$ cat config.mk
export PLATFORM = sky130hd
export DESIGN_NAME = sprite_tile_expander_unit
export DESIGN_NICKNAME = d
export VERILOG_FILES = /design/src/rtl/ste_pkg.sv /design/src/rtl/sprite_tile_expander_unit.sv /design/src/rtl/ste_ctrl.sv /design/src/rtl/ste_datapath.sv
export SDC_FILE = /design/constraint.sdc
export NUM_CORES = 1
export LEC_CHECK = 0
export ABC_AREA = 1
export BUFFER_PORTS_ARGS = -buffer_cell sky130_fd_sc_hd__buf_2
export CAP_MARGIN = 15
export CORE_ASPECT_RATIO = 0.6
export CORE_MARGIN = 2
export CORE_UTILIZATION = 40
export CTS_BUF_LIST = sky130_fd_sc_hd__clkbuf_4
export CTS_CLUSTER_DIAMETER = 120
export DETAILED_ROUTE_END_ITERATION = 7
export PLACE_DENSITY = 0.61
export SYNTH_ARGS = -nofsm -noshare
export SYNTH_HDL_FRONTEND = slang
export SYNTH_SLANG_ARGS = --single-unit
$ cat constraint.sdc
create_clock -name clock -period 6.1 [get_ports clock]
set_input_delay 1.22 -clock clock [delete_from_list [all_inputs] [get_ports clock]]
set_output_delay 1.22 -clock clock [all_outputs]
set_load 0.01 [all_outputs]
$ cat src/rtl/ste_pkg.sv
package ste_pkg;

   localparam int TILE_SIZE_DEFAULT = 16;

   localparam int CSR_INDEX_W = 2;
   localparam int CSR_DATA_W  = 11;

   localparam logic [CSR_INDEX_W-1:0] CSR_FLIP_SCREEN   = 2'd0;
   localparam logic [CSR_INDEX_W-1:0] CSR_SCREEN_WIDTH  = 2'd1;
   localparam logic [CSR_INDEX_W-1:0] CSR_SCREEN_HEIGHT = 2'd2;

   localparam logic [10:0] SCREEN_WIDTH_RESET  = 11'd320;
   localparam logic [10:0] SCREEN_HEIGHT_RESET = 11'd240;

   localparam logic KIND_LOAD = 1'b0;
   localparam logic KIND_ROW  = 1'b1;

   typedef enum logic [0:0] {
      ST_IDLE,
      ST_EMIT
   } ste_state_type;

   typedef struct packed {
      logic load;
      logic start_row;
      logic emit;
   } ste_cmd_type;

   typedef struct packed {
      logic active;
      logic last_col;
      logic slot_free;
   } ste_status_type;

endpackage

$ cat src/rtl/sprite_tile_expander_unit.sv
// Sprite tile expander.
// A request with kind 0 loads a sprite from its four attribute words and
// produces no response; a hidden sprite just clears the active sprite.
// A request with kind 1 expands the next tile row of the active sprite into
// one response per tile, in drawing order, with row_end and sprite_end marks.
// A row request on an idle block produces nothing.
// A row request first sets the column to zero; the row then moves one tile
// per cycle, while the receiver does not stall, from the position and scale
// datapath into the response register. The block takes no new request while
// a row is being expanded.
// When the receiver stalls, the response register holds its tile and the
// row pauses until that tile is taken; a load may be accepted while the
// last tile of a row still waits.
// Reset clears the active sprite and the response valid flag and sets the
// screen registers to no flip, 320 by 240. Write the csr registers only
// while no row is in progress.
module sprite_tile_expander_unit
   import ste_pkg::*;
#(
   parameter int TILE_SIZE = TILE_SIZE_DEFAULT
)
(
   input  logic                   clock,
   input  logic                   reset,
   input  logic                   csr_we,
   input  logic [CSR_INDEX_W-1:0] csr_index,
   input  logic [CSR_DATA_W-1:0]  csr_wdata,
   input  logic                   req_valid,
   output logic                   req_stall,
   input  logic                   req_kind,
   input  logic [15:0]            req_x_word,
   input  logic [15:0]            req_y_word,
   input  logic [15:0]            req_attr_word,
   input  logic [15:0]            req_code_word,
   output logic                   rsp_valid,
   input  logic                   rsp_stall,
   output logic [15:0]            rsp_tile_code,
   output logic [5:0]             rsp_color,
   output logic                   rsp_flip_x_out,
   output logic                   rsp_flip_y_out,
   output logic signed [11:0]     rsp_pos_x,
   output logic signed [11:0]     rsp_pos_y,
   output logic [16:0]            rsp_scale_x,
   output logic [16:0]            rsp_scale_y,
   output logic                   rsp_zoomed,
   output logic [7:0]             rsp_priority_mask,
   output logic                   rsp_row_end,
   output logic                   rsp_sprite_end
);

   ste_cmd_type    cmd;
   ste_status_type status;

   ste_ctrl u_ctrl (
      .clock     (clock),
      .reset     (reset),
      .req_valid (req_valid),
      .req_kind  (req_kind),
      .req_stall (req_stall),
      .status    (status),
      .cmd       (cmd)
   );

   ste_datapath #(
      .TILE_SIZE (TILE_SIZE)
   ) u_datapath (
      .clock             (clock),
      .reset             (reset),
      .csr_we            (csr_we),
      .csr_index         (csr_index),
      .csr_wdata         (csr_wdata),
      .req_x_word        (req_x_word),
      .req_y_word        (req_y_word),
      .req_attr_word     (req_attr_word),
      .req_code_word     (req_code_word),
      .cmd               (cmd),
      .status            (status),
      .rsp_valid         (rsp_valid),
      .rsp_stall         (rsp_stall),
      .rsp_tile_code     (rsp_tile_code),
      .rsp_color         (rsp_color),
      .rsp_flip_x_out    (rsp_flip_x_out),
      .rsp_flip_y_out    (rsp_flip_y_out),
      .rsp_pos_x         (rsp_pos_x),
      .rsp_pos_y         (rsp_pos_y),
      .rsp_scale_x       (rsp_scale_x),
      .rsp_scale_y       (rsp_scale_y),
      .rsp_zoomed        (rsp_zoomed),
      .rsp_priority_mask (rsp_priority_mask),
      .rsp_row_end       (rsp_row_end),
      .rsp_sprite_end    (rsp_sprite_end)
   );

endmodule

$ cat src/rtl/ste_ctrl.sv
module ste_ctrl
   import ste_pkg::*;
(
   input  logic           clock,
   input  logic           reset,
   input  logic           req_valid,
   input  logic           req_kind,
   output logic           req_stall,
   input  ste_status_type status,
   output ste_cmd_type    cmd
);

   ste_state_type state_ff;
   ste_state_type state_in;

   always_ff @(posedge clock) begin
      if (reset) begin
         state_ff <= ST_IDLE;
      end else begin
         state_ff <= state_in;
      end
   end

   always_comb begin
      state_in = state_ff;
      case (state_ff)
         ST_IDLE: begin
            if (req_valid && (req_kind == KIND_ROW) && status.active) begin
               state_in = ST_EMIT;
            end
         end
         ST_EMIT: begin
            if (status.slot_free && status.last_col) begin
               state_in = ST_IDLE;
            end
         end
         default: begin
            state_in = ST_IDLE;
         end
      endcase
   end

   always_comb begin
      cmd       = '0;
      req_stall = 1'b1;
      case (state_ff)
         ST_IDLE: begin
            req_stall     = 1'b0;
            cmd.load      = req_valid && (req_kind == KIND_LOAD);
            cmd.start_row = req_valid && (req_kind == KIND_ROW) && status.active;
         end
         ST_EMIT: begin
            cmd.emit = status.slot_free;
         end
         default: begin
            req_stall = 1'b1;
         end
      endcase
   end

endmodule

$ cat src/rtl/ste_datapath.sv
module ste_datapath
   import ste_pkg::*;
#(
   parameter int TILE_SIZE = TILE_SIZE_DEFAULT
)
(
   input  logic                   clock,
   input  logic                   reset,
   input  logic                   csr_we,
   input  logic [CSR_INDEX_W-1:0] csr_index,
   input  logic [CSR_DATA_W-1:0]  csr_wdata,
   input  logic [15:0]            req_x_word,
   input  logic [15:0]            req_y_word,
   input  logic [15:0]            req_attr_word,
   input  logic [15:0]            req_code_word,
   input  ste_cmd_type            cmd,
   output ste_status_type         status,
   output logic                   rsp_valid,
   input  logic                   rsp_stall,
   output logic [15:0]            rsp_tile_code,
   output logic [5:0]             rsp_color,
   output logic                   rsp_flip_x_out,
   output logic                   rsp_flip_y_out,
   output logic signed [11:0]     rsp_pos_x,
   output logic signed [11:0]     rsp_pos_y,
   output logic [16:0]            rsp_scale_x,
   output logic [16:0]            rsp_scale_y,
   output logic                   rsp_zoomed,
   output logic [7:0]             rsp_priority_mask,
   output logic                   rsp_row_end,
   output logic                   rsp_sprite_end
);

   localparam int STEP_FULL  = TILE_SIZE * 8;
   localparam int STEP_W     = $clog2(STEP_FULL + 1);
   localparam int PROD_W     = STEP_W + 4;
   localparam int SCALE_UNIT = 65536 / TILE_SIZE / 8;
   localparam int SC_RAW_W   = $clog2(SCALE_UNIT * (STEP_FULL + 8) + 1);
   localparam int SC_W       = (SC_RAW_W > 17) ? SC_RAW_W : 17;

   localparam logic [7:0] MASK_PRI0 = 8'h00;
   localparam logic [7:0] MASK_PRI1 = 8'hf0;
   localparam logic [7:0] MASK_PRI2 = 8'hf0 | 8'hcc;
   localparam logic [7:0] MASK_PRI3 = 8'hf0 | 8'hcc | 8'haa;
   localparam logic [16:0] SCALE_MAX = 17'h1ffff;

   logic        flip_screen_ff, flip_screen_in;
   logic [10:0] screen_width_ff, screen_width_in;
   logic [10:0] screen_height_ff, screen_height_in;

   logic        active_ff, active_in;
   logic [15:0] next_code_ff, next_code_in;
   logic [3:0]  row_ff, row_in;
   logic [3:0]  col_ff, col_in;
   logic [11:0] base_x_ff, base_x_in;
   logic [11:0] base_y_ff, base_y_in;
   logic [3:0]  count_x_ff, count_x_in;
   logic [3:0]  count_y_ff, count_y_in;
   logic        mirror_x_ff, mirror_x_in;
   logic        mirror_y_ff, mirror_y_in;
   logic [3:0]  zoom_x_ff, zoom_x_in;
   logic [3:0]  zoom_y_ff, zoom_y_in;
   logic [5:0]  palette_ff, palette_in;
   logic [7:0]  layer_mask_ff, layer_mask_in;

   logic        rsp_valid_ff, rsp_valid_in;
   logic [15:0] out_code_ff;
   logic [5:0]  out_color_ff;
   logic        out_flip_x_ff;
   logic        out_flip_y_ff;
   logic [11:0] out_pos_x_ff;
   logic [11:0] out_pos_y_ff;
   logic [16:0] out_scale_x_ff;
   logic [16:0] out_scale_y_ff;
   logic        out_zoomed_ff;
   logic [7:0]  out_mask_ff;
   logic        out_row_end_ff;
   logic        out_sprite_end_ff;

   logic [4:0]  tiles_x_new;
   logic [4:0]  tiles_y_new;
   logic [11:0] sx_ext;
   logic [11:0] sy_ext;
   logic [11:0] sx_load;
   logic [11:0] sy_load;
   logic [7:0]  mask_new;

   logic [STEP_W-1:0] step_x;
   logic [STEP_W-1:0] step_y;
   logic [3:0]        xi;
   logic [3:0]        yi;
   logic [PROD_W-1:0] prod_x;
   logic [PROD_W-1:0] prod_y;
   logic [11:0]       tile_pos_x;
   logic [11:0]       tile_pos_y;
   logic [SC_W-1:0]   scale_raw_x;
   logic [SC_W-1:0]   scale_raw_y;
   logic [16:0]       tile_scale_x;
   logic [16:0]       tile_scale_y;
   logic              last_col;
   logic              last_row;
   logic              slot_free;

   // Sprite decode at load time.
   always_comb begin
      tiles_x_new = {1'b0, req_x_word[15:12]} + 5'd1;
      tiles_y_new = {1'b0, req_y_word[15:12]} + 5'd1;
      sx_ext      = {{2{req_x_word[9]}}, req_x_word[9:0]};
      sy_ext      = {{2{req_y_word[9]}}, req_y_word[9:0]};
      if (flip_screen_ff) begin
         sx_load = {1'b0, screen_width_ff} - sx_ext - 12'(tiles_x_new * TILE_SIZE);
         sy_load = {1'b0, screen_height_ff} - sy_ext - 12'(tiles_y_new * TILE_SIZE);
      end else begin
         sx_load = sx_ext;
         sy_load = sy_ext;
      end
      case (req_attr_word[7:6])
         2'd1:    mask_new = MASK_PRI1;
         2'd2:    mask_new = MASK_PRI2;
         2'd3:    mask_new = MASK_PRI3;
         default: mask_new = MASK_PRI0;
      endcase
   end

   // Tile geometry for the current column and row.
   always_comb begin
      step_x       = STEP_W'(STEP_FULL) - STEP_W'({zoom_x_ff, 2'b00});
      step_y       = STEP_W'(STEP_FULL) - STEP_W'({zoom_y_ff, 2'b00});
      xi           = mirror_x_ff ? (count_x_ff - col_ff) : col_ff;
      yi           = mirror_y_ff ? (count_y_ff - row_ff) : row_ff;
      prod_x       = PROD_W'(xi) * PROD_W'(step_x);
      prod_y       = PROD_W'(yi) * PROD_W'(step_y);
      tile_pos_x   = base_x_ff + 12'(prod_x[PROD_W-1:3]);
      tile_pos_y   = base_y_ff + 12'(prod_y[PROD_W-1:3]);
      scale_raw_x  = SC_W'(SCALE_UNIT) * (SC_W'(step_x) + SC_W'(8));
      scale_raw_y  = SC_W'(SCALE_UNIT) * (SC_W'(step_y) + SC_W'(8));
      tile_scale_x = (scale_raw_x > SC_W'(SCALE_MAX)) ? SCALE_MAX : 17'(scale_raw_x);
      tile_scale_y = (scale_raw_y > SC_W'(SCALE_MAX)) ? SCALE_MAX : 17'(scale_raw_y);
      last_col     = (col_ff == count_x_ff);
      last_row     = (row_ff == count_y_ff);
      slot_free    = !rsp_valid_ff || !rsp_stall;
   end

   always_comb begin
      flip_screen_in   = flip_screen_ff;
      screen_width_in  = screen_width_ff;
      screen_height_in = screen_height_ff;
      if (csr_we) begin
         case (csr_index)
            CSR_FLIP_SCREEN:   flip_screen_in   = csr_wdata[0];
            CSR_SCREEN_WIDTH:  screen_width_in  = csr_wdata;
            CSR_SCREEN_HEIGHT: screen_height_in = csr_wdata;
            default: begin
               flip_screen_in = flip_screen_ff;
            end
         endcase
      end
   end

   always_comb begin
      active_in     = active_ff;
      next_code_in  = next_code_ff;
      row_in        = row_ff;
      col_in        = col_ff;
      base_x_in     = base_x_ff;
      base_y_in     = base_y_ff;
      count_x_in    = count_x_ff;
      count_y_in    = count_y_ff;
      mirror_x_in   = mirror_x_ff;
      mirror_y_in   = mirror_y_ff;
      zoom_x_in     = zoom_x_ff;
      zoom_y_in     = zoom_y_ff;
      palette_in    = palette_ff;
      layer_mask_in = layer_mask_ff;
      rsp_valid_in  = rsp_valid_ff && rsp_stall;

      if (cmd.load) begin
         if (req_x_word[10]) begin
            active_in = 1'b0;
         end else begin
            active_in     = 1'b1;
            count_x_in    = req_x_word[15:12];
            count_y_in    = req_y_word[15:12];
            mirror_x_in   = req_x_word[11] ^ flip_screen_ff;
            mirror_y_in   = req_y_word[11] ^ flip_screen_ff;
            zoom_x_in     = req_attr_word[15:12];
            zoom_y_in     = req_attr_word[11:8];
            palette_in    = req_attr_word[5:0];
            layer_mask_in = mask_new;
            base_x_in     = sx_load;
            base_y_in     = sy_load;
            next_code_in  = req_code_word;
            row_in        = 4'd0;
         end
      end

      if (cmd.start_row) begin
         col_in = 4'd0;
      end

      if (cmd.emit) begin
         rsp_valid_in = 1'b1;
         next_code_in = next_code_ff + 16'd1;
         col_in       = col_ff + 4'd1;
         if (last_col) begin
            row_in = row_ff + 4'd1;
            if (last_row) begin
               active_in = 1'b0;
            end
         end
      end
   end

   always_ff @(posedge clock) begin
      if (reset) begin
         flip_screen_ff   <= 1'b0;
         screen_width_ff  <= SCREEN_WIDTH_RESET;
         screen_height_ff <= SCREEN_HEIGHT_RESET;
         active_ff        <= 1'b0;
         row_ff           <= 4'd0;
         col_ff           <= 4'd0;
         rsp_valid_ff     <= 1'b0;
      end else begin
         flip_screen_ff   <= flip_screen_in;
         screen_width_ff  <= screen_width_in;
         screen_height_ff <= screen_height_in;
         active_ff        <= active_in;
         row_ff           <= row_in;
         col_ff           <= col_in;
         rsp_valid_ff     <= rsp_valid_in;
      end
   end

   always_ff @(posedge clock) begin
      next_code_ff  <= next_code_in;
      base_x_ff     <= base_x_in;
      base_y_ff     <= base_y_in;
      count_x_ff    <= count_x_in;
      count_y_ff    <= count_y_in;
      mirror_x_ff   <= mirror_x_in;
      mirror_y_ff   <= mirror_y_in;
      zoom_x_ff     <= zoom_x_in;
      zoom_y_ff     <= zoom_y_in;
      palette_ff    <= palette_in;
      layer_mask_ff <= layer_mask_in;
   end

   always_ff @(posedge clock) begin
      if (cmd.emit) begin
         out_code_ff       <= next_code_ff;
         out_color_ff      <= palette_ff;
         out_flip_x_ff     <= mirror_x_ff;
         out_flip_y_ff     <= mirror_y_ff;
         out_pos_x_ff      <= tile_pos_x;
         out_pos_y_ff      <= tile_pos_y;
         out_scale_x_ff    <= tile_scale_x;
         out_scale_y_ff    <= tile_scale_y;
         out_zoomed_ff     <= (zoom_x_ff != 4'd0) || (zoom_y_ff != 4'd0);
         out_mask_ff       <= layer_mask_ff;
         out_row_end_ff    <= last_col;
         out_sprite_end_ff <= last_col && last_row;
      end
   end

   assign status.active    = active_ff;
   assign status.last_col  = last_col;
   assign status.slot_free = slot_free;

   assign rsp_valid         = rsp_valid_ff;
   assign rsp_tile_code     = out_code_ff;
   assign rsp_color         = out_color_ff;
   assign rsp_flip_x_out    = out_flip_x_ff;
   assign rsp_flip_y_out    = out_flip_y_ff;
   assign rsp_pos_x         = $signed(out_pos_x_ff);
   assign rsp_pos_y         = $signed(out_pos_y_ff);
   assign rsp_scale_x       = out_scale_x_ff;
   assign rsp_scale_y       = out_scale_y_ff;
   assign rsp_zoomed        = out_zoomed_ff;
   assign rsp_priority_mask = out_mask_ff;
   assign rsp_row_end       = out_row_end_ff;
   assign rsp_sprite_end    = out_sprite_end_ff;

endmodule
==> results.cfg, run 1 <==
[critical_path]
worstPathArrival_ps = 5760
worstPathRequired_ps = 6500
rrSetupSlack_ps = 740
end_kind = register
critPathLaunchType = register
path_max_fanout = 6
critPathKind = reg -> reg

[cts]
ctsResizeCount = 0
ctsHoldBuffers = 0
path_clk_slew_ps = 150
cts_tree = yes
cts_made_buffers = 17
clkLatencyLatePin_ps = 640
cts.sinks = 167
htreeDepth = 4
root_buffer = clkbuf_4
clockBufferDepth = 2
post-cts-setup-buffers = 0

[routing]
vias = 8379
drc = 0
wl_per_cell_microns = 15.1
via_per_inst = 4.78
ant_nets = 0
drt_wl_total_mm = 26.5
drt_iter0_drc = 587
drt_first_pass_iters = 5

[placed_design]
dpl.cell_count = 1718
hpwl_mm = 20.9
portBuffers = 153
place.gp.congestion = 0.916
pre_cts_slack_ps = 814

[pwr]
p_seq_frac = 0.490
vdd_drop_max_v = 0.000123
combPwrFrac = 0.250
internal_power_mw = 1.77
p_sw_mw = 0.877
power.leakage_nw = 5.85
clock_power_share = 0.260
pwr_density_cell_mw_per_mm2 = 217
netSwitchingFraction = 0.332

[floorplan]
start_util = 0.409
coreArea_sq_mm = 0.0265
die_h_microns = 132
rows = 46
die_x_microns = 217
dieArea_sq_mm = 0.0285
io_pins = 178

[timing]
relSlewSlack = 0.454
final.setup.worst_slack_ps = 740
timing.fmax_mhz = 187
tightest_slew_ps = 817
period_needed_ps = 5360
fin_hold_ws_ps = 437
setup_viol = 0
finalClockSkew_ps = 25.2
fin_setup_tns_ps = 0
finalHoldViolCount = 0
slew_violations = 0
rsz0062_at_grt = no
finalCritPeriodShare = 0.879

[job]
cap_violations = 0

[final_layout]
nets = 1587
drive_above_1_share = 0.150
seq_area_sq_mm = 0.00467
multiInputGateArea_sq_mm = 0.00528
layout.cells.non_filler = 1752
fillCellCount = 2598
syn2layout_area_growth_pct = 12.6

[synth]
syn-mean-instance-area_sq_um = 8.89
ys.flop_type = edfxtp_1
synth_edf_count = 133
synthCells = 1220
synthTopCellsByArea = edfxtp_1 37%, ha_1 11%, nand2_1 9.2%, inv_1 6.6%, dfxtp_1 6.3%
netlist_area_sq_mm = 0.0108
yosysUniqueCellTypes = 37
synth_commonest_cells = 267 x nand2_1, 190 x inv_1, 133 x edfxtp_1
synth_area_leader_cell = edfxtp_1
postSynth.asyncResetShare = 0
synth_top_area_frac = 0.368
yosysMostFrequentCell = nand2_1
ys_seq_area_frac = 0.431
ys_ff_latch = 167
yosysWarningCount = 0

[outcome]
status = finished, final reports clean

[global_routing]
grt_overflow = 0
grt_pass1_vias = 7622
grt_pass1_wl_mm = 41.9
grt_max_degree = 53
grt_usage = 0.191
antenna_found_initial = 5

[hold_path]
hp-class = reg -> reg
==> cell type report <==
| type | instances | share of cell area |
|---|---|---|
| Inverter | 191 | 0.0588 |
| Multi-Input combinational cell | 842 | 0.432 |
| Antenna cell | 2 | 0.000410 |
| Sequential cell | 167 | 0.383 |
| Clock buffer | 18 | 0.0111 |
| Tap cell | 360 | 0.0369 |
| Timing Repair Buffer | 158 | 0.0658 |
| Clock inverter | 14 | 0.0123 |
==> kinds of logic (layout without fill, tap and decap cells) <==
group | after synthesis | count (layout) | share of synthesized area
other | 1 | 25 | 0.000346
buffers and inverters | 233 | 381 | 0.0907
XOR/XNOR | 54 | 54 | 0.0443
adder cells (fa/ha/maj) | 127 | 127 | 0.169
flip-flops | 167 | 167 | 0.431
AND/OR/NAND/NOR | 494 | 494 | 0.191
AO/OA/AOI/OAI | 144 | 144 | 0.0736
==> power groups by stage <==
stage	Sequential, mW	Clock (mW)	Combinational, mW
global route	1.30	0.756	0.753
floorplan	1.32	0	0.480
finish	1.30	0.688	0.661
global placement	1.32	0	0.641
CTS	1.30	0.710	0.652
detailed placement	1.32	0	0.648
==> state kept, by name, indices dropped and copies added (netlist names), 3 cells and up <==
signal / cells
u_datapath.next_code_ff: 16
u_datapath.rsp_tile_code: 16
u_datapath.base_x_ff: 12
u_datapath.base_y_ff: 12
u_datapath.rsp_pos_x: 12
u_datapath.rsp_pos_y: 12
u_datapath.screen_height_ff: 11
u_datapath.screen_width_ff: 11
u_datapath.palette_ff: 6
u_datapath.rsp_color: 6
u_datapath.rsp_scale_x: 6
u_datapath.rsp_scale_y: 6
u_datapath.col_ff: 4
u_datapath.count_x_ff: 4
u_datapath.count_y_ff: 4
u_datapath.row_ff: 4
u_datapath.zoom_x_ff: 4
u_datapath.zoom_y_ff: 4
u_datapath.layer_mask_ff: 3
u_datapath.rsp_priority_mask: 3
==> worst max-delay path: stages (launching register included) <==
cell and delay (ps):
dfxtp_1 460, ha_1 200, inv_1 50, fa_1 370, xnor2_1 150, nand2_1 50, o21ai_0 250, or2_2 380
fa_1 500, inv_1 50, fa_1 520, fa_1 470, nand3_1 90, nand3_1 110, nand2_1 80, nand2_1 50
nand2_1 50, nand2_1 50, xor2_1 140, ha_1 340, a21o_1 220, a22oi_1 280, nand3_1 130, nand2_1 80
nand2_1 50
==> worst paths after layout <==
check / startpoint / endpoint / cells past startpoint
setup / recovery: u_datapath.col_ff[0] / u_datapath.rsp_pos_x[10] / 24
hold / removal: u_datapath.palette_ff[3] / u_datapath.rsp_color[3] / 0
setup reg to reg: u_datapath.col_ff[0] / u_datapath.rsp_pos_x[10] / 24
hold reg to reg: u_datapath.palette_ff[3] / u_datapath.rsp_color[3] / 0
==> metrics by stage <==
| step | cell area [sq um] | total power, mW | utilization |
|---|---|---|---|
| after global routing | 12200 | 2.81 | 0.460 |
| after floorplan | 10900 | 1.80 | - |
| after CTS | 12200 | 2.66 | 0.460 |
| final | 12200 | 2.64 | 0.460 |
| after global placement | 11900 | 1.96 | 0.449 |
| after detailed placement | 11900 | 1.97 | 0.449 |
==> cells in the final DEF, fill, tap and decap left out, types with 23 or more instances in the layout <==
master,netlist,layout
nor2_1,108,107
a21oi_1,51,51
buf_2,6,153
inv_1,190,190
conb_1,1,23
edfxtp_1,133,133
o21ai_0,57,57
ha_1,95,95
dfxtp_1,34,34
nand3_1,78,78
xor2_1,31,31
fa_1,32,32
nand2_1,267,267
==> layer usage <==
metal | vias to the layer above | part of all wire | track usage
li1 | 4270 | - | -
met1 | 3846 | 0.53 | 0.311
met2 | 248 | 0.38 | 0.249
met3 | 13 | 0.079 | 0.0477
met4 | 2 | 0.0076 | 0.0377
met5 | - | 0.00049 | 0
No activity file was read; power rests on OpenSTA's default activity.
==> run 2: changes to the inputs <==
--- a/config.mk
+++ b/config.mk
@@ -14,6 +14,7 @@
 export CTS_BUF_LIST = sky130_fd_sc_hd__clkbuf_4
 export CTS_CLUSTER_DIAMETER = 120
 export DETAILED_ROUTE_END_ITERATION = 7
+export GPL_TIMING_DRIVEN = 0
 export PLACE_DENSITY = 0.61
 export SYNTH_ARGS = -nofsm -noshare
 export SYNTH_HDL_FRONTEND = slang
==> results.cfg, run 2 (synthesis results as in run 1) <==
[global_routing]
grt_max_degree = 48
antenna_found_initial = 3
grt_pass1_wl_mm = 42.8
grt_usage = 0.195
grt_pass1_vias = 7750
grt_overflow = 0

[cts]
clkLatencyLatePin_ps = 610
htreeDepth = 4
cts_made_buffers = 17
root_buffer = clkbuf_4
clockBufferDepth = 2
cts.sinks = 167
post-cts-setup-buffers = 0
path_clk_slew_ps = 130
ctsResizeCount = 0
cts_tree = yes
ctsHoldBuffers = 0

[critical_path]
rr_startpoint = u_datapath.col_ff[0]
end_kind = register
critPathKind = reg -> reg
crit_start = u_datapath.col_ff[0]
critPathLaunchType = register
path_max_fanout = 6
r2r_cells = 24
worstPathArrival_ps = 5790
worstPathRequired_ps = 6450

[outcome]
status = finished, final reports clean

[placed_design]
pre_cts_slack_ps = 695
place.gp.congestion = 0.904
hpwl_mm = 22.1
portBuffers = 152
dpl.cell_count = 1757

[timing]
final.setup.worst_slack_ps = 663
rsz0062_at_grt = no
timing.fmax_mhz = 184
finalHoldViolCount = 0
setup_viol = 0
period_needed_ps = 5440
finalClockSkew_ps = 25.4
tightest_slew_ps = 953
relSlewSlack = 0.360
finalCritPeriodShare = 0.891
fin_setup_tns_ps = 0
slew_violations = 0

[floorplan]
rows = 46
dieArea_sq_mm = 0.0285
coreArea_sq_mm = 0.0265
start_util = 0.409
io_pins = 178
die_h_microns = 132
die_x_microns = 217

[final_layout]
final_common_cell = nand2_1
drive_above_1_share = 0.165
nets = 1626
mostFrequentLayoutCells = 267 x nand2_1, 190 x inv_1, 157 x buf_2
utilization = 0.470
fillCellCount = 2598
syn2layout_area_growth_pct = 14.9
seq_area_sq_mm = 0.00467
layout.cells.non_filler = 1789
multiInputGateArea_sq_mm = 0.00528

[routing]
drt_iter0_drc = 614
drt_wl_total_mm = 27.4
vias = 8583
wl_per_cell_microns = 15.3
via_per_inst = 4.80
ant_nets = 0
drc = 0
drt_first_pass_iters = 7

[pwr]
finalPower_mw = 2.58
p_sw_mw = 0.835
internal_power_mw = 1.74
power.leakage_nw = 5.99
combPwrFrac = 0.264
pwr_density_cell_mw_per_mm2 = 207
netSwitchingFraction = 0.324
vdd_drop_max_v = 0.000113
clock_power_share = 0.233
p_seq_frac = 0.503

[job]
cap_violations = 0

[hold_path]
hp-start = u_datapath.layer_mask_ff[6]
hp-class = reg -> reg
whs_path_depth = 0
==> run 2: cell types whose count changed in the layout (fill, tap and decap cells not counted), sizes merged <==
cell,change
diode,-1
bufinv,-1
buf,+30
clkbuf,+12
clkinv,-2
clkinvlp,+3
inv,-4
==> run 2: power by group through the flow <==
stage	clock network, mW	logic, mW	registers, mW
floorplan	0	0.480	1.32
global placement	0	0.653	1.32
detailed placement	0	0.668	1.32
CTS	0.626	0.672	1.30
global route	0.669	0.770	1.30
finish	0.601	0.680	1.30
==> run 2: cell type report <==
class | count | share of cell area
inverters | 191 | 0.0575
repair buffers | 155 | 0.0670
multi-input cells | 842 | 0.423
clock buffers | 21 | 0.0126
clock inverters | 10 | 0.00662
diodes | 1 | 0.000201
well taps | 360 | 0.0361
flip-flops and latches | 167 | 0.375
plain buffers | 42 | 0.0216
==> run 2: worst max-delay path, stage by stage (launching register included) <==
cell	delay [ps]
dfxtp_1	480
ha_1	210
inv_1	50
fa_1	370
xnor2_1	140
nand2_1	50
o21ai_0	280
or2_2	400
fa_1	500
inv_1	50
fa_1	530
fa_1	470
nand3_1	100
nand3_1	110
nand2_1	70
nand2_1	50
nand2_1	60
nand2_1	60
xor2_1	140
ha_1	360
nand2_1	120
nor3_1	290
nand3_1	120
nand3_1	120
xor2_1	60
==> run 2: final timing paths <==
kind         slack [ps]                         endpoint
max                 660         u_datapath.rsp_pos_x[11]
min                 430  u_datapath.rsp_priority_mask[6]
max reg2reg         660         u_datapath.rsp_pos_x[11]
min reg2reg         430  u_datapath.rsp_priority_mask[6]
==> run 2: metrics by stage <==
stage	hold slack [ps]	instance area (sq um)
6_report	433	12500
2_1_floorplan	400	10900
4_1_cts	436	12500
5_1_grt	439	12500
3_3_place_gp	400	12100
3_5_place_dp	405	12200
==> run 2: per-layer routing <==
metal / track usage / vias to the layer above / share of wire
met4: 0.0365 / 2 / 0.0083
met3: 0.0470 / 15 / 0.073
li1: - / 4356 / -
met2: 0.251 / 275 / 0.37
met1: 0.320 / 3935 / 0.54
met5: 0 / - / 0.00058
==> run 3: changes to the inputs <==
--- a/config.mk
+++ b/config.mk
@@ -6,16 +6,16 @@
 export NUM_CORES = 1
 export LEC_CHECK = 0
 export ABC_AREA = 1
-export BUFFER_PORTS_ARGS = -buffer_cell sky130_fd_sc_hd__buf_2
+export BUFFER_PORTS_ARGS = -buffer_cell sky130_fd_sc_hd__buf_4
 export CAP_MARGIN = 15
 export CORE_ASPECT_RATIO = 0.6
 export CORE_MARGIN = 2
-export CORE_UTILIZATION = 40
+export CORE_UTILIZATION = 59
 export CTS_BUF_LIST = sky130_fd_sc_hd__clkbuf_4
 export CTS_CLUSTER_DIAMETER = 120
 export DETAILED_ROUTE_END_ITERATION = 7
 export GPL_TIMING_DRIVEN = 0
-export PLACE_DENSITY = 0.61
+export PLACE_DENSITY = 0.84
 export SYNTH_ARGS = -nofsm -noshare
 export SYNTH_HDL_FRONTEND = slang
 export SYNTH_SLANG_ARGS = --single-unit
==> results.cfg, run 3 (synthesis results as in run 1) <==
[cts]
htreeDepth = 4
path_clk_slew_ps = 170
cts_tree = yes
cts_made_buffers = 17
ctsHoldBuffers = 0
root_buffer = clkbuf_4
post-cts-setup-buffers = 0
clkLatencyLatePin_ps = 600
cts.sinks = 167
clockBufferDepth = 2
ctsResizeCount = 0

[global_routing]
antenna_found_initial = 1
grt_max_degree = 72
grt_pass1_vias = 8177
grt_overflow = 0
grt_usage = 0.282
grt_pass1_wl_mm = 41.7

[final_layout]
utilization = 0.704
nets = 1625
layout.cells.non_filler = 1671
drive_above_1_share = 0.166
syn2layout_area_growth_pct = 17.0
fillCellCount = 1399
final_common_cell = nand2_1
mostFrequentLayoutCells = 267 x nand2_1, 190 x inv_1, 180 x buf_4

[critical_path]
path_max_fanout = 6
critPathLaunchType = register
rr_startpoint = u_datapath.col_ff[0]
critPathKind = reg -> reg
crit_start = u_datapath.col_ff[0]
worstPathArrival_ps = 5840
end_kind = register
worstPathRequired_ps = 6450

[timing]
rsz0062_at_grt = no
period_needed_ps = 5480
fin_hold_ws_ps = 431
final.setup.worst_slack_ps = 616
finalCritPeriodShare = 0.899
slew_violations = 0
setup_viol = 0
relSlewSlack = 0.375
finalHoldViolCount = 0
tightest_slew_ps = 930
finalClockSkew_ps = 29.8
timing.fmax_mhz = 182

[routing]
vias = 8985
via_per_inst = 5.38
drc = 0
drt_wl_total_mm = 26.8
ant_nets = 0
drt_iter0_drc = 983
drt_first_pass_iters = 6
wl_per_cell_microns = 16.0

[pwr]
vdd_drop_max_v = 0.000138
netSwitchingFraction = 0.341
p_sw_mw = 0.892
clock_power_share = 0.238
internal_power_mw = 1.72
pwr_density_cell_mw_per_mm2 = 206
power.leakage_nw = 6.12
combPwrFrac = 0.266
p_seq_frac = 0.496

[floorplan]
start_util = 0.602
dieArea_sq_mm = 0.0195
coreArea_sq_mm = 0.0180
die_x_microns = 179
die_h_microns = 109
rows = 38
io_pins = 178

[outcome]
status = finished, final reports clean

[hold_path]
hp-class = reg -> reg
hp-start = u_datapath.palette_ff[5]

[placed_design]
hpwl_mm = 21.4
dpl.cell_count = 1636
place.gp.congestion = 0.961
portBuffers = 152
pre_cts_slack_ps = 706

[job]
cap_violations = 0
run 3: cell types whose count changed in the layout (fill, tap and decap cells not counted), sizes merged:
cell	previous run	this run
buf	188	187
bufinv	1	0
clkbuf	30	27
clkinv	5	6
clkinvlp	5	3
diode	1	3
inv	190	196
run 3: final timing paths:
kind	to	slack, ps	cells past startpoint
max	u_datapath.rsp_pos_x[10]	620	24
min	u_datapath.rsp_color[5]	430	0
max reg2reg	u_datapath.rsp_pos_x[10]	620	24
min reg2reg	u_datapath.rsp_color[5]	430	0
run 3: worst max-delay path, cell delays in order (launching register included):
cell and delay [ps]:
dfxtp_1 480, ha_1 220, inv_1 60, fa_1 380
xnor2_1 140, nand2_1 50, o21ai_0 260, or2_2 390
fa_1 510, inv_1 60, fa_1 540, fa_1 480
nand3_1 90, nand3_1 110, nand2_1 80, nand2_1 60
nand2_1 60, nand2_1 60, xor2_1 140, ha_1 350
a21o_1 220, a22oi_1 230, nand3_1 110, nand2_1 80
nand2_1 90
run 3: power groups by stage:
stage / clock network, mW / logic (mW) / registers, mW
5_1_grt: 0.667 / 0.787 / 1.30
6_report: 0.621 / 0.697 / 1.30
4_1_cts: 0.620 / 0.683 / 1.30
3_5_place_dp: 0 / 0.678 / 1.32
3_3_place_gp: 0 / 0.653 / 1.32
2_1_floorplan: 0 / 0.480 / 1.32
run 3: final cells by class:
type / count / area, sq um / area share
repair buffers: 154 / 1190 / 0.0937
flip-flops and latches: 167 / 4670 / 0.368
well taps: 240 / 300 / 0.0237
diodes: 3 / 7.51 / 0.000592
clock inverters: 14 / 116 / 0.00917
plain buffers: 42 / 269 / 0.0212
inverters: 191 / 717 / 0.0565
multi-input cells: 842 / 5280 / 0.416
clock buffers: 18 / 135 / 0.0107
run 3: layer usage:
metal / global-route usage / vias to the layer above / routed length [microns]
met5: 0 / - / 0
met4: 0.0784 / 0 / 345
met3: 0.0565 / 34 / 2650
met2: 0.397 / 426 / 11300
met1: 0.438 / 4161 / 12500
li1: - / 4364 / -
run 3: per-stage QoR:
stage,TNS [ps],area [sq um],power [mW]
5_1_grt,0,12700,2.75
3_5_place_dp,0,12400,2.00
2_1_floorplan,0,10900,1.80
6_report,0,12700,2.61
4_1_cts,0,12700,2.60
3_3_place_gp,-10310,12400,1.98
